===== src/hw/rtl/sar_pkg.sv =====
package sar_pkg;

    // Field widths of the transactions and registers.
    localparam int BUTTONS_W = 16;
    localparam int AXIS_W    = 8;
    localparam int STEP_W    = 4;
    localparam int CFG_W     = 7;
    localparam int TIMER_W   = 9;
    localparam int CFG_IDX_W = 2;

    // Button bits passed straight through.
    localparam int BTN_HI_BIT  = 15;
    localparam int BTN_MID_BIT = 14;
    localparam int BTN_LO_BIT  = 12;

    // Configuration register indexes.
    typedef enum logic [CFG_IDX_W-1:0] {
        CFG_DEADZONE_LIMIT = 2'd0,
        CFG_INITIAL_DELAY  = 2'd1,
        CFG_REPEAT_DELAY   = 2'd2
    } sar_cfg_idx_t;

    // Reset values of the configuration registers.
    localparam logic [CFG_W-1:0] DEADZONE_RESET = 7'h1F;
    localparam logic [CFG_W-1:0] INITIAL_RESET  = 7'h14;
    localparam logic [CFG_W-1:0] REPEAT_RESET   = 7'h0A;

    typedef logic signed [TIMER_W-1:0] sar_timer_t;

    typedef struct packed {
        logic [CFG_W-1:0] deadzone_limit;
        logic [CFG_W-1:0] initial_delay;
        logic [CFG_W-1:0] repeat_delay;
    } sar_cfg_t;

    typedef struct packed {
        logic [BUTTONS_W-1:0]     buttons;
        logic signed [AXIS_W-1:0] stick_x;
        logic signed [AXIS_W-1:0] stick_y;
        logic [STEP_W-1:0]        step;
    } sar_in_t;

    typedef struct packed {
        logic button_hi;
        logic button_mid;
        logic button_lo;
        logic pulse_up;
        logic pulse_down;
        logic pulse_left;
        logic pulse_right;
    } sar_out_t;

endpackage


===== src/hw/rtl/sar_axis.sv =====
module sar_axis (
    input  logic signed [sar_pkg::AXIS_W-1:0] axis_val,
    input  logic [sar_pkg::STEP_W-1:0]        step,
    input  sar_pkg::sar_cfg_t                 cfg,
    input  sar_pkg::sar_timer_t               timer,
    output sar_pkg::sar_timer_t               timer_next,
    output logic                              pulse_pos,
    output logic                              pulse_neg
);
    import sar_pkg::*;

    logic signed [TIMER_W-1:0] val_ext;
    logic signed [TIMER_W-1:0] lim_pos;
    logic signed [TIMER_W-1:0] lim_neg;
    logic signed [TIMER_W-1:0] step_ext;
    logic signed [TIMER_W-1:0] init_pos;
    logic signed [TIMER_W-1:0] rep_pos;
    logic signed [TIMER_W-1:0] timer_dec;
    logic signed [TIMER_W-1:0] timer_inc;
    logic                      is_pos;
    logic                      is_neg;

    // Widen everything to the signed timer width before comparing.
    assign val_ext  = {{(TIMER_W-AXIS_W){axis_val[AXIS_W-1]}}, axis_val};
    assign lim_pos  = {{(TIMER_W-CFG_W){1'b0}}, cfg.deadzone_limit};
    assign lim_neg  = -lim_pos;
    assign step_ext = {{(TIMER_W-STEP_W){1'b0}}, step};
    assign init_pos = {{(TIMER_W-CFG_W){1'b0}}, cfg.initial_delay};
    assign rep_pos  = {{(TIMER_W-CFG_W){1'b0}}, cfg.repeat_delay};

    // Dead-zone test and the timer moved toward zero in either direction.
    assign is_pos    = (val_ext >= lim_pos);
    assign is_neg    = (val_ext <= lim_neg);
    assign timer_dec = timer - step_ext;
    assign timer_inc = timer + step_ext;

    // Timer update: first deflection loads the initial delay, expiry reloads
    // the repeat delay, the dead zone clears it.
    always_comb begin
        timer_next = '0;
        pulse_pos  = 1'b0;
        pulse_neg  = 1'b0;
        if (is_pos) begin
            if (timer > 0) begin
                if (timer_dec <= 0) begin
                    timer_next = rep_pos;
                    pulse_pos  = 1'b1;
                end else begin
                    timer_next = timer_dec;
                end
            end else begin
                timer_next = init_pos;
                pulse_pos  = 1'b1;
            end
        end else if (is_neg) begin
            if (timer < 0) begin
                if (timer_inc >= 0) begin
                    timer_next = -rep_pos;
                    pulse_neg  = 1'b1;
                end else begin
                    timer_next = timer_inc;
                end
            end else begin
                timer_next = -init_pos;
                pulse_neg  = 1'b1;
            end
        end
    end

endmodule


===== src/hw/rtl/stick_auto_repeat_top.sv =====
// Stick auto-repeat: button pass-through and per-axis direction pulses.
// Data path: the input register, then the result register, in that order.
// Throughput: one transaction per cycle unless m_ready holds back the result;
// the axis timers are updated in the single combinational pass between the
// two registers.
// Reset: synchronous, active low; clears both timers, empties the pipeline
// and restores the configuration registers to 31, 20 and 10.
module stick_auto_repeat_top (
    input  logic                              aclk,
    input  logic                              aresetn,
    input  logic                              s_valid,
    output logic                              s_ready,
    input  sar_pkg::sar_in_t                  s_data,
    output logic                              m_valid,
    input  logic                              m_ready,
    output sar_pkg::sar_out_t                 m_data,
    input  logic                              cfg_we,
    input  logic [sar_pkg::CFG_IDX_W-1:0]     cfg_index,
    input  logic [sar_pkg::CFG_W-1:0]         cfg_wdata
);
    import sar_pkg::*;

    sar_cfg_t   cfg_reg;
    sar_in_t    in_reg;
    logic       in_valid_reg;
    sar_out_t   out_reg;
    sar_out_t   out_next;
    logic       out_valid_reg;
    sar_timer_t vert_timer_reg;
    sar_timer_t vert_timer_next;
    sar_timer_t horiz_timer_reg;
    sar_timer_t horiz_timer_next;
    logic       advance;
    logic       pulse_up;
    logic       pulse_down;
    logic       pulse_left;
    logic       pulse_right;

    // The input stage moves on whenever the result register is free or drained.
    assign advance = !out_valid_reg || m_ready;
    assign s_ready = !in_valid_reg || advance;
    assign m_valid = out_valid_reg;
    assign m_data  = out_reg;

    // Configuration registers.
    always_ff @(posedge aclk) begin
        if (!aresetn) begin
            cfg_reg.deadzone_limit <= DEADZONE_RESET;
            cfg_reg.initial_delay  <= INITIAL_RESET;
            cfg_reg.repeat_delay   <= REPEAT_RESET;
        end else if (cfg_we) begin
            case (cfg_index)
                CFG_DEADZONE_LIMIT: cfg_reg.deadzone_limit <= cfg_wdata;
                CFG_INITIAL_DELAY:  cfg_reg.initial_delay  <= cfg_wdata;
                CFG_REPEAT_DELAY:   cfg_reg.repeat_delay   <= cfg_wdata;
                default: ;
            endcase
        end
    end

    // Input register.
    always_ff @(posedge aclk) begin
        if (!aresetn) begin
            in_valid_reg <= 1'b0;
        end else if (s_ready) begin
            in_valid_reg <= s_valid;
        end
    end

    always_ff @(posedge aclk) begin
        if (s_valid && s_ready) begin
            in_reg <= s_data;
        end
    end

    // Vertical axis: positive is up.
    sar_axis u_vert (
        .axis_val   (in_reg.stick_y),
        .step       (in_reg.step),
        .cfg        (cfg_reg),
        .timer      (vert_timer_reg),
        .timer_next (vert_timer_next),
        .pulse_pos  (pulse_up),
        .pulse_neg  (pulse_down)
    );

    // Horizontal axis: positive is right.
    sar_axis u_horiz (
        .axis_val   (in_reg.stick_x),
        .step       (in_reg.step),
        .cfg        (cfg_reg),
        .timer      (horiz_timer_reg),
        .timer_next (horiz_timer_next),
        .pulse_pos  (pulse_right),
        .pulse_neg  (pulse_left)
    );

    // Assemble the result transaction.
    always_comb begin
        out_next.button_hi   = in_reg.buttons[BTN_HI_BIT];
        out_next.button_mid  = in_reg.buttons[BTN_MID_BIT];
        out_next.button_lo   = in_reg.buttons[BTN_LO_BIT];
        out_next.pulse_up    = pulse_up;
        out_next.pulse_down  = pulse_down;
        out_next.pulse_left  = pulse_left;
        out_next.pulse_right = pulse_right;
    end

    // Timers change only when an item leaves the input stage.
    always_ff @(posedge aclk) begin
        if (!aresetn) begin
            vert_timer_reg  <= '0;
            horiz_timer_reg <= '0;
        end else if (in_valid_reg && advance) begin
            vert_timer_reg  <= vert_timer_next;
            horiz_timer_reg <= horiz_timer_next;
        end
    end

    // Result register.
    always_ff @(posedge aclk) begin
        if (!aresetn) begin
            out_valid_reg <= 1'b0;
        end else if (advance) begin
            out_valid_reg <= in_valid_reg;
        end
    end

    always_ff @(posedge aclk) begin
        if (in_valid_reg && advance) begin
            out_reg <= out_next;
        end
    end

endmodule


===== config.mk =====
export PLATFORM = sky130hd
export DESIGN_NAME = stick_auto_repeat_top
export DESIGN_NICKNAME = d
export VERILOG_FILES = /design/src/hw/rtl/sar_pkg.sv /design/src/hw/rtl/sar_axis.sv /design/src/hw/rtl/stick_auto_repeat_top.sv
export SDC_FILE = /design/constraint.sdc
export NUM_CORES = 1
export LEC_CHECK = 0
export BUFFER_PORTS_ARGS = -buffer_cell sky130_fd_sc_hd__buf_2
export CAP_MARGIN = 25
export CORE_AREA = 2 2 113 198
export DETAILED_ROUTE_END_ITERATION = 16
export DIE_AREA = 0 0 115 200
export SYNTH_ARGS = -nofsm -noshare
export SYNTH_HDL_FRONTEND = slang
export SYNTH_SLANG_ARGS = --single-unit
export TNS_END_PERCENT = 100

===== constraint.sdc =====
create_clock -name aclk -period 9.62 [get_ports aclk]
set_input_delay 0.481 -clock aclk [delete_from_list [all_inputs] [get_ports aclk]]
set_output_delay 0.481 -clock aclk [all_outputs]
set_load 0.005 [all_outputs]

# After elaboration in Yosys (flattened, before gate mapping)
# Index checks and enable logic that the tools add are counted.
# classes
add_sub_neg,7
n_lt_le_gt_ge,12
n_eq_ne,2
n_mux,20
bitwise,2
n_reduce_logical,12
# ops
operator,count
9-bit two-way mux,12
7-bit negation with 9-bit output,3
9-bit by 5-bit adder with 9-bit output,2
"9-bit by 1-bit >= comparator with 1-bit output, second input constant",2
"9-bit by 1-bit > comparator with 1-bit output, second input constant",2
8-bit by 9-bit <= comparator with 1-bit output,2
"9-bit by 1-bit <= comparator with 1-bit output, second input constant",2
"9-bit by 1-bit < comparator with 1-bit output, second input constant",2
9-bit by 5-bit subtractor with 9-bit output,2
8-bit >= comparator,2
1-bit two-way mux,8
2-bit AND reduction,3
2-bit OR reduction,2
"2-bit by 1-bit == test with 1-bit output, second input constant",1
"2-bit == test, second input constant",1
1-bit logical AND,2
1-bit zero test,2
2-bit zero test,1
1-bit logical OR,2
1-bit inverter,2
# totals
register_bits,84
inputBits,50
output_inout_bits,9
wordCells,73

# Depth between registers and ports, before layout
# Gate-level depths: netlist of the first run.
# logic_depth
ltp_word,6
depth_mapped,15
mapped_depth_nobuf,14

# Cells and area by module
# From an unflattened synthesis of the first run, not the netlist that was laid out.
# unflattened
hier_cells,721
area_unflattened_um2,6059.6
# by_module_without_submodules
mod,n_inst,cells_per_inst,area_per_inst_um2,seq_area_each_um2
stick_auto_repeat_top,1,196,2449.8,1721.7
sar_axis (u_vert),1,284,1940.6,0.0
sar_axis (u_horiz),1,241,1669.1,0.0

# Worst setup path before layout of the first run
# OpenSTA, ideal clock, no wires.
# synth_path
path_type,register to register
start,register in_reg[1] in the netlist's numbering
end,register vert_timer_reg[6]
setup_time_ns,0.128
arrival_time_ns,2.899
path_slack_ns,6.594
stages_incl_launch_ff,11
path_buffers,0
synth_period_minus_slack_ns,3.026
cell_sequence,edfxtp_1 > inv_1 > ha_1 > nor2b_1 > o2111a_1 > a2111oi_0 > nand4_1 > o21ai_1 > mux2_2 > a221oi_1 > a21oi_1
# synth_between
elab_chain_cells,6
word_cells_on_any_way,10
cone_classes,add/sub: 2; order compare: 2; mux: 6
# synth_lines
element,line,text
"start, declared",stick_auto_repeat_top.sv:24,sar_in_t in_reg;
"start signal, assigned",stick_auto_repeat_top.sv:72,in_reg <= s_data;
9-bit by 5-bit adder with 9-bit output,sar_axis.sv:35,assign timer_inc = timer + step_ext;
9-bit by 1-bit >= comparator with 1-bit output,sar_axis.sv:57,if (timer_inc >= 0) begin
9-bit two-way mux,sar_axis.sv:57,
9-bit two-way mux,sar_axis.sv:56,if (timer < 0) begin
9-bit two-way mux,sar_axis.sv:55,end else if (is_neg) begin
9-bit two-way mux *,sar_axis.sv:43,if (is_pos) begin
"end signal, assigned",stick_auto_repeat_top.sv:115,vert_timer_reg <= vert_timer_next;
"end, declared",stick_auto_repeat_top.sv:29,sar_timer_t vert_timer_reg;
# Every way passes the cells marked *; elsewhere a longest branch is shown, timed or not.
# A chain may end at the register's enable or synchronous reset.

# Worst setup path after layout of the first run
# layout_path
start,register in_reg[1] in the netlist's numbering
end,register horiz_timer_reg[1]
# layout_between
elab_chain_cells,6
word_cells_on_any_way,10
cone_classes,add/sub: 2; order compare: 2; mux: 6
# layout_lines
element,line,text
9-bit by 5-bit adder with 9-bit output,sar_axis.sv:35,
9-bit by 1-bit >= comparator with 1-bit output,sar_axis.sv:57,
9-bit two-way mux,sar_axis.sv:57,
9-bit two-way mux,sar_axis.sv:56,
9-bit two-way mux,sar_axis.sv:55,
9-bit two-way mux *,sar_axis.sv:43,
"end signal, assigned",stick_auto_repeat_top.sv:116,horiz_timer_reg <= horiz_timer_next;
"end, declared",stick_auto_repeat_top.sv:31,sar_timer_t horiz_timer_reg;
# Marks and branches as above.

==> results.json, run 1 <==
{
  "initial_utilization": 0.2479,
  "crit_arrival_ps": 3850,
  "place_congestion": 0.8801,
  "num_rows": 71,
  "reg2reg_from": "in_reg[1]",
  "clock-sinks": 71,
  "postRouteAntennaNets": 0,
  "p_per_area_nw_per_um2": 153.9,
  "drive_above_1_share": 0.1204,
  "drc": 0,
  "routedWlPerCell_um": 17.70,
  "crit_chain": "inv_1, fa_1, nor2_1, nor2_1, o21bai_1, and3_1, nand3_1, ha_1, nor2_1, a21oi_1, a21oi_1, a221oi_1, a221oi_1",
  "place_area_um2": 5753,
  "synth_common_cells": "nor2_1, ha_1, nand2_1",
  "cpPeakStageDelay_ps": 670,
  "dominantRegCellSynth": "dfxtp_1",
  "cts-htree-levels": 3,
  "timing.slew.headroom": 0.3347,
  "cp_common_cell": "nor2_1",
  "yosysTopAreaCell": "edfxtp_1",
  "r2r_cells": 13,
  "p_leak_nw": 2.537,
  "cts_tree": "yes",
  "wl_um": 15980,
  "hold_class": "input pin to flip-flop",
  "ys_top_cells_by_area": "edfxtp_1, dfxtp_1, ha_1",
  "yosys_warnings": 0,
  "clkLatencyLatePin_ps": 350,
  "dp_hpwl_um": 12700,
  "hold_viol": 0,
  "fin_worst_skew_ps": 9.714,
  "syn-num-nets": 713,
  "die_area_um2": 23000,
  "crit_path_start_kind": "flip-flop",
  "insertedDiodeCount": 0,
  "final_nets": 744,
  "worst-path-buf-inv": 1,
  "avgSynthCellArea_um2": 8.638,
  "fin_crit_ps": 3665,
  "fill_cells": 2332,
  "setup_tns_ps": 0,
  "crit_end": "horiz_timer_reg[1]",
  "grt_max_degree": 27,
  "area_growth_pct": 14.91,
  "rrSetupSlack_ps": 5960,
  "tightest_slew_ps": 996.9,
  "syn-cell-area_um2": 5286,
  "die_y_um": 200,
  "clkTransAtPathRegs_ps": 60,
  "setup_viol": 0,
  "vias": 4771,
  "cp-startpoint": "in_reg[1]",
  "fp.dieW_um": 115,
  "regToRegEndpoint": "horiz_timer_reg[1]",
  "antenna_found_initial": 0,
  "critPathKind": "flip-flop to flip-flop",
  "rsz0062_at_grt": "no",
  "slew_viol_final": 0,
  "portBuffers": 45,
  "overflow": 0,
  "cp_max_fo": 15,
  "largest_register_ffs": 23,
  "min_period_over_period": 0.3810,
  "cp_slowest_cell": "ha_1",
  "ctsHoldBuffers": 0,
  "grt_pass1_wl_um": 24730,
  "async_flop_share": 0,
  "status": "finished, final reports clean",
  "track_usage": 0.1405,
  "synthCells": 612,
  "io_pins": 59,
  "cts_resized": 0,
  "path_depth": 13,
  "core_area_um2": 21320,
  "first_iter_violations": 351,
  "synthDistinctLibCells": 67,
  "path_delay_family": "adder cells",
  "post_cts_buffers": 0,
  "yosysSeqAreaShare": 0.3257,
  "drv_cap": 0,
  "cts_buffers": 9,
  "synth_edf_count": 30,
  "yosys.cell_count.top_type": "nor2_1",
  "synth.top_cell.area_share": 0.1704,
  "critPathRequiredTime_ps": 9810,
  "vias_per_cell": 5.283,
  "ff_latch_area_um2": 1722,
  "first_pass_iters": 4,
  "peakVddDrop_v": 0.00008855,
  "multi_input_area_um2": 3322,
  "grt_pass1_vias": 4754,
  "clock_path_buffers": 2,
  "end_kind": "flip-flop",
  "ctsRootBufferMaster": "clkbuf_16",
  "fin_area_um2": 6075,
  "clock.fmax_mhz": 272.9,
  "synth-seq-cells": 71
}
==> power breakdown <==
part	switching, mW	internal (mW)	total (mW)
combinational	0.128	0.0853	0.213
sequential	0.0223	0.333	0.355
clock	0.138	0.228	0.366
total	0.288	0.646	0.935
==> worst min-delay path by stage <==
stage / start / to / slack [ps] / cells past startpoint
global route: s_data[32] / in_reg[32] / 300 / 1
global placement: in_reg[32] / m_data[4] / 400 / 0
CTS: s_data[10] / in_reg[10] / 300 / 1
detailed placement: in_reg[32] / m_data[4] / 400 / 0
floorplan: in_reg[32] / m_data[4] / 400 / 0
finish: s_data[8] / in_reg[8] / 310 / 1
==> worst register-to-register path: stages, from the launching register on <==
cell,delay (ps)
edfxtp_1,520
inv_1,210
fa_1,500
nor2_1,120
nor2_1,50
o21bai_1,240
and3_1,280
nand3_1,130
ha_1,670
nor2_1,110
a21oi_1,130
a21oi_1,80
a221oi_1,340
a221oi_1,130
==> per-layer routing <==
metal / vias to the layer above / part of all wire / global-route usage
li1: 2312 / - / -
met1: 2250 / 0.34 / 0.1263
met2: 153 / 0.57 / 0.2830
met3: 56 / 0.033 / 0.01872
met4: 0 / 0.064 / 0.09103
met5: - / 0 / 0
==> kinds of logic after synthesis <==
family                     synth area share
AOI/OAI and AO/OA                    0.2128
DFF                                  0.3257
buffers and inverters               0.04592
xor gates and xnor gates            0.05633
muxes                               0.04615
and+or+nand+nor                      0.1867
adders and majority gates            0.1264
==> placed cells by master (no fill, tap or decap), types with 18 or more instances in the layout <==
cell	Yosys	layout
o21ai_0	39	39
mux2i_1	21	21
dfxtp_1	41	41
nor2_1	64	64
inv_1	31	31
a21oi_1	40	40
ha_1	47	47
nand2_1	46	46
edfxtp_1	30	30
buf_2	2	45
xor2_1	18	18
==> final cells by class <==
class,instances,share of cell area
Multi-Input combinational cell,478,0.5469
Inverter,32,0.01977
Sequential cell,71,0.2834
Clock inverter,6,0.01524
Tap cell,255,0.05252
Clock buffer,10,0.03769
Timing Repair Buffer,51,0.04449
==> metrics by stage <==
| stage | power (mW) | hold slack, ps | instances | worst slack (ps) | util |
|---|---|---|---|---|---|
| 2_1_floorplan | 0.5074 | 400.3 | 612 | 6594 | - |
| 5_1_grt | 0.9775 | 298.9 | 903 | 5716 | 0.2849 |
| 3_3_place_gp | 0.5694 | 401.8 | 887 | 5986 | 0.2698 |
| 4_1_cts | 0.9407 | 297.3 | 903 | 5954 | 0.2849 |
| 6_report | 0.9346 | 307.0 | 903 | 5955 | 0.2849 |
| 3_5_place_dp | 0.5724 | 404.5 | 887 | 5962 | 0.2698 |
Note: power is estimated with default switching activity, not from simulation.
==> run 2, diff against run 1 <==
--- a/config.mk
+++ b/config.mk
@@ -5,11 +5,12 @@
 export SDC_FILE = /design/constraint.sdc
 export NUM_CORES = 1
 export LEC_CHECK = 0
+export ABC_AREA = 1
 export BUFFER_PORTS_ARGS = -buffer_cell sky130_fd_sc_hd__buf_2
 export CAP_MARGIN = 25
-export CORE_AREA = 2 2 113 198
+export CORE_AREA = 2 2 116 203
 export DETAILED_ROUTE_END_ITERATION = 16
-export DIE_AREA = 0 0 115 200
+export DIE_AREA = 0 0 118 205
 export SYNTH_ARGS = -nofsm -noshare
 export SYNTH_HDL_FRONTEND = slang
 export SYNTH_SLANG_ARGS = --single-unit
==> constraint.sdc (replaced) <==
create_clock -name aclk -period 3.71 [get_ports aclk]
set_input_delay 0.1855 -clock aclk [delete_from_list [all_inputs] [get_ports aclk]]
set_output_delay 0.1855 -clock aclk [all_outputs]
set_load 0.005 [all_outputs]
==> results.json, run 2 <==
{
  "dp_hpwl_um": 14010,
  "dominantRegCellSynth": "dfxtp_1",
  "postRouteAntennaNets": 0,
  "seqPwrFrac": 0.366,
  "async_flop_share": 0,
  "fill_cells": 2479,
  "clock_path_buffers": 2,
  "io_pins": 59,
  "end_kind": "flip-flop",
  "portBuffers": 45,
  "fp.dieW_um": 118,
  "fin_ws_ps": 262.4,
  "ctsRootBufferMaster": "clkbuf_16",
  "final_common_cell": "nand2_1",
  "grt_pass1_vias": 5344,
  "yosysTopAreaCell": "edfxtp_1",
  "clkLatencyLatePin_ps": 350,
  "initial_utilization": 0.2468,
  "power.internal_mw": 1.658,
  "p_per_area_nw_per_um2": 388.0,
  "synth-seq-cells": 71,
  "critPathRequiredTime_ps": 3940,
  "synthDistinctLibCells": 40,
  "largest_register_ffs": 23,
  "overflow": 0,
  "tightest_slew_ps": 1044,
  "yosys.cell_count.top_type": "nand2_1",
  "grt_max_degree": 34,
  "die_area_um2": 24190,
  "clock.fmax_mhz": 290.1,
  "final_nets": 925,
  "yosys_warnings": 0,
  "min_from": "s_data[16]",
  "fin_worst_skew_ps": 10.35,
  "avgSynthCellArea_um2": 7.212,
  "wl_um": 17160,
  "syn-cell-area_um2": 5568,
  "antenna_found_initial": 0,
  "peakVddDrop_v": 0.0003306,
  "synthCells": 772,
  "first_iter_violations": 312,
  "setup_tns_ps": 0,
  "cts_resized": 0,
  "ys_top_cells_by_area": "edfxtp_1, dfxtp_1, nand2_1",
  "status": "finished, final reports clean",
  "track_usage": 0.1472,
  "syn-num-nets": 873,
  "routedWlPerCell_um": 15.20,
  "slew_viol_final": 0,
  "combPwrFrac": 0.275,
  "clock-sinks": 71,
  "yosysSeqAreaShare": 0.3092,
  "ff_latch_area_um2": 1722,
  "insertedDiodeCount": 0,
  "crit_path_start_kind": "flip-flop",
  "drv_cap": 0,
  "die_y_um": 205,
  "synth_edf_count": 30,
  "place_congestion": 0.9481,
  "num_rows": 73,
  "core_area_um2": 22560,
  "hold_viol": 0,
  "vias": 5266,
  "synth_common_cells": "nand2_1, inv_1, nand3_1",
  "setup_viol": 0,
  "pre_cts_ws_ps": 445.7,
  "p_leak_nw": 3.006,
  "drc": 0,
  "p_total_mw": 2.534,
  "cts_tree": "yes",
  "clkTransAtPathRegs_ps": 60,
  "hold_class": "input pin to flip-flop",
  "drive_above_1_share": 0.1303,
  "vias_per_cell": 4.664,
  "area_growth_pct": 17.28,
  "synth.top_cell.area_share": 0.1618,
  "dpl.cell_count": 1107,
  "crit_arrival_ps": 3680,
  "cp_max_fo": 7,
  "first_pass_iters": 5,
  "cp-startpoint": "in_reg[0]",
  "rsz0062_at_grt": "no",
  "stdcell_count": 1129,
  "fin_crit_ps": 3448,
  "cts_buffers": 9,
  "holdWs_ps": 11.20,
  "clkPwrFrac": 0.358,
  "min_period_over_period": 0.9293,
  "final_cell_mix": "nand2_1, inv_1, nand3_1",
  "cts-htree-levels": 3,
  "power.switching_mw": 0.8758,
  "multi_input_area_um2": 3396,
  "swShare": 0.3457,
  "timing.slew.headroom": 0.3031,
  "reg2reg_from": "in_reg[0]",
  "grt_pass1_wl_um": 27200,
  "critPathKind": "flip-flop to flip-flop"
}
run 2: cell types whose count changed in the layout (fill, tap and decap cells not counted), sizes merged, moves of 12 or more:
cell / previous run / this run
inv: 32 / 102
nand2: 46 / 193
nor2b: 12 / 0
a21oi: 40 / 56
mux2i: 21 / 0
nand3: 14 / 85
a221oi: 12 / 0
xnor2: 16 / 1
run 2: layout make-up:
class                   count  share of cell area
well taps                 300             0.05748
clock buffers              12             0.04273
repair buffers             56             0.05250
inverters                 102             0.05863
clock inverters             4            0.004982
multi-input cells         584              0.5200
flip-flops and latches     71              0.2637
run 2: power groups by stage:
stage | clock network (mW) | logic, mW | registers, mW
after floorplan | 0 | 0.519 | 0.917
after global placement | 0 | 0.683 | 0.944
after detailed placement | 0 | 0.689 | 0.944
after CTS | 0.935 | 0.699 | 0.927
after global routing | 0.952 | 0.793 | 0.934
final | 0.908 | 0.698 | 0.928
run 2: logic make-up (layout without fill, tap and decap cells):
group	Yosys count	after routing	synth area share
AOI/OAI and AO/OA	136	136	0.1476
xor gates and xnor gates	15	15	0.03034
adders and majority gates	51	51	0.1200
buffers and inverters	117	174	0.08090
DFF	71	71	0.3092
and+or+nand+nor	382	382	0.3119
run 2: path summary, 6_finish.rpt:
path              slack (ps)  cells after the start                end
setup / recovery         260                     17  vert_timer_reg[7]
hold / removal            10                      1         in_reg[16]
setup reg to reg         260                     17  vert_timer_reg[7]
hold reg to reg          420                      0          m_data[6]
run 2: per-stage QoR:
step | util | area (um^2)
6_report | 0.2894 | 6530
5_1_grt | 0.2894 | 6530
4_1_cts | 0.2894 | 6530
3_5_place_dp | 0.2730 | 6158
3_3_place_gp | 0.2718 | 6131
2_1_floorplan | - | 5568
run 2: layer usage:
metal | GRT usage | routed length, um
met1 | 0.1326 | 5883
met2 | 0.2814 | 9245
met3 | 0.01754 | 444
met4 | 0.1368 | 1587
met5 | 0 | 0
run 2: critical path, stage by stage, from the launching register on:
cell      delay (ps)
edfxtp_1         470
ha_1             210
inv_1             50
fa_1             370
inv_1             60
nand2_1           60
nand2_1           90
nand2_1           70
nand2_1           60
nand2_1           70
nor2_1           200
nand3_1          100
ha_1             440
nand2_1          170
o31ai_1          610
inv_1            100
nand4_1          110
a21oi_1           70
run 2: timing repair:
item,CTS,global route
hold buffers,6,0
setup endpoints to repair,0,0
endpoints found under the hold margin,6,0
setup buffers,0,0
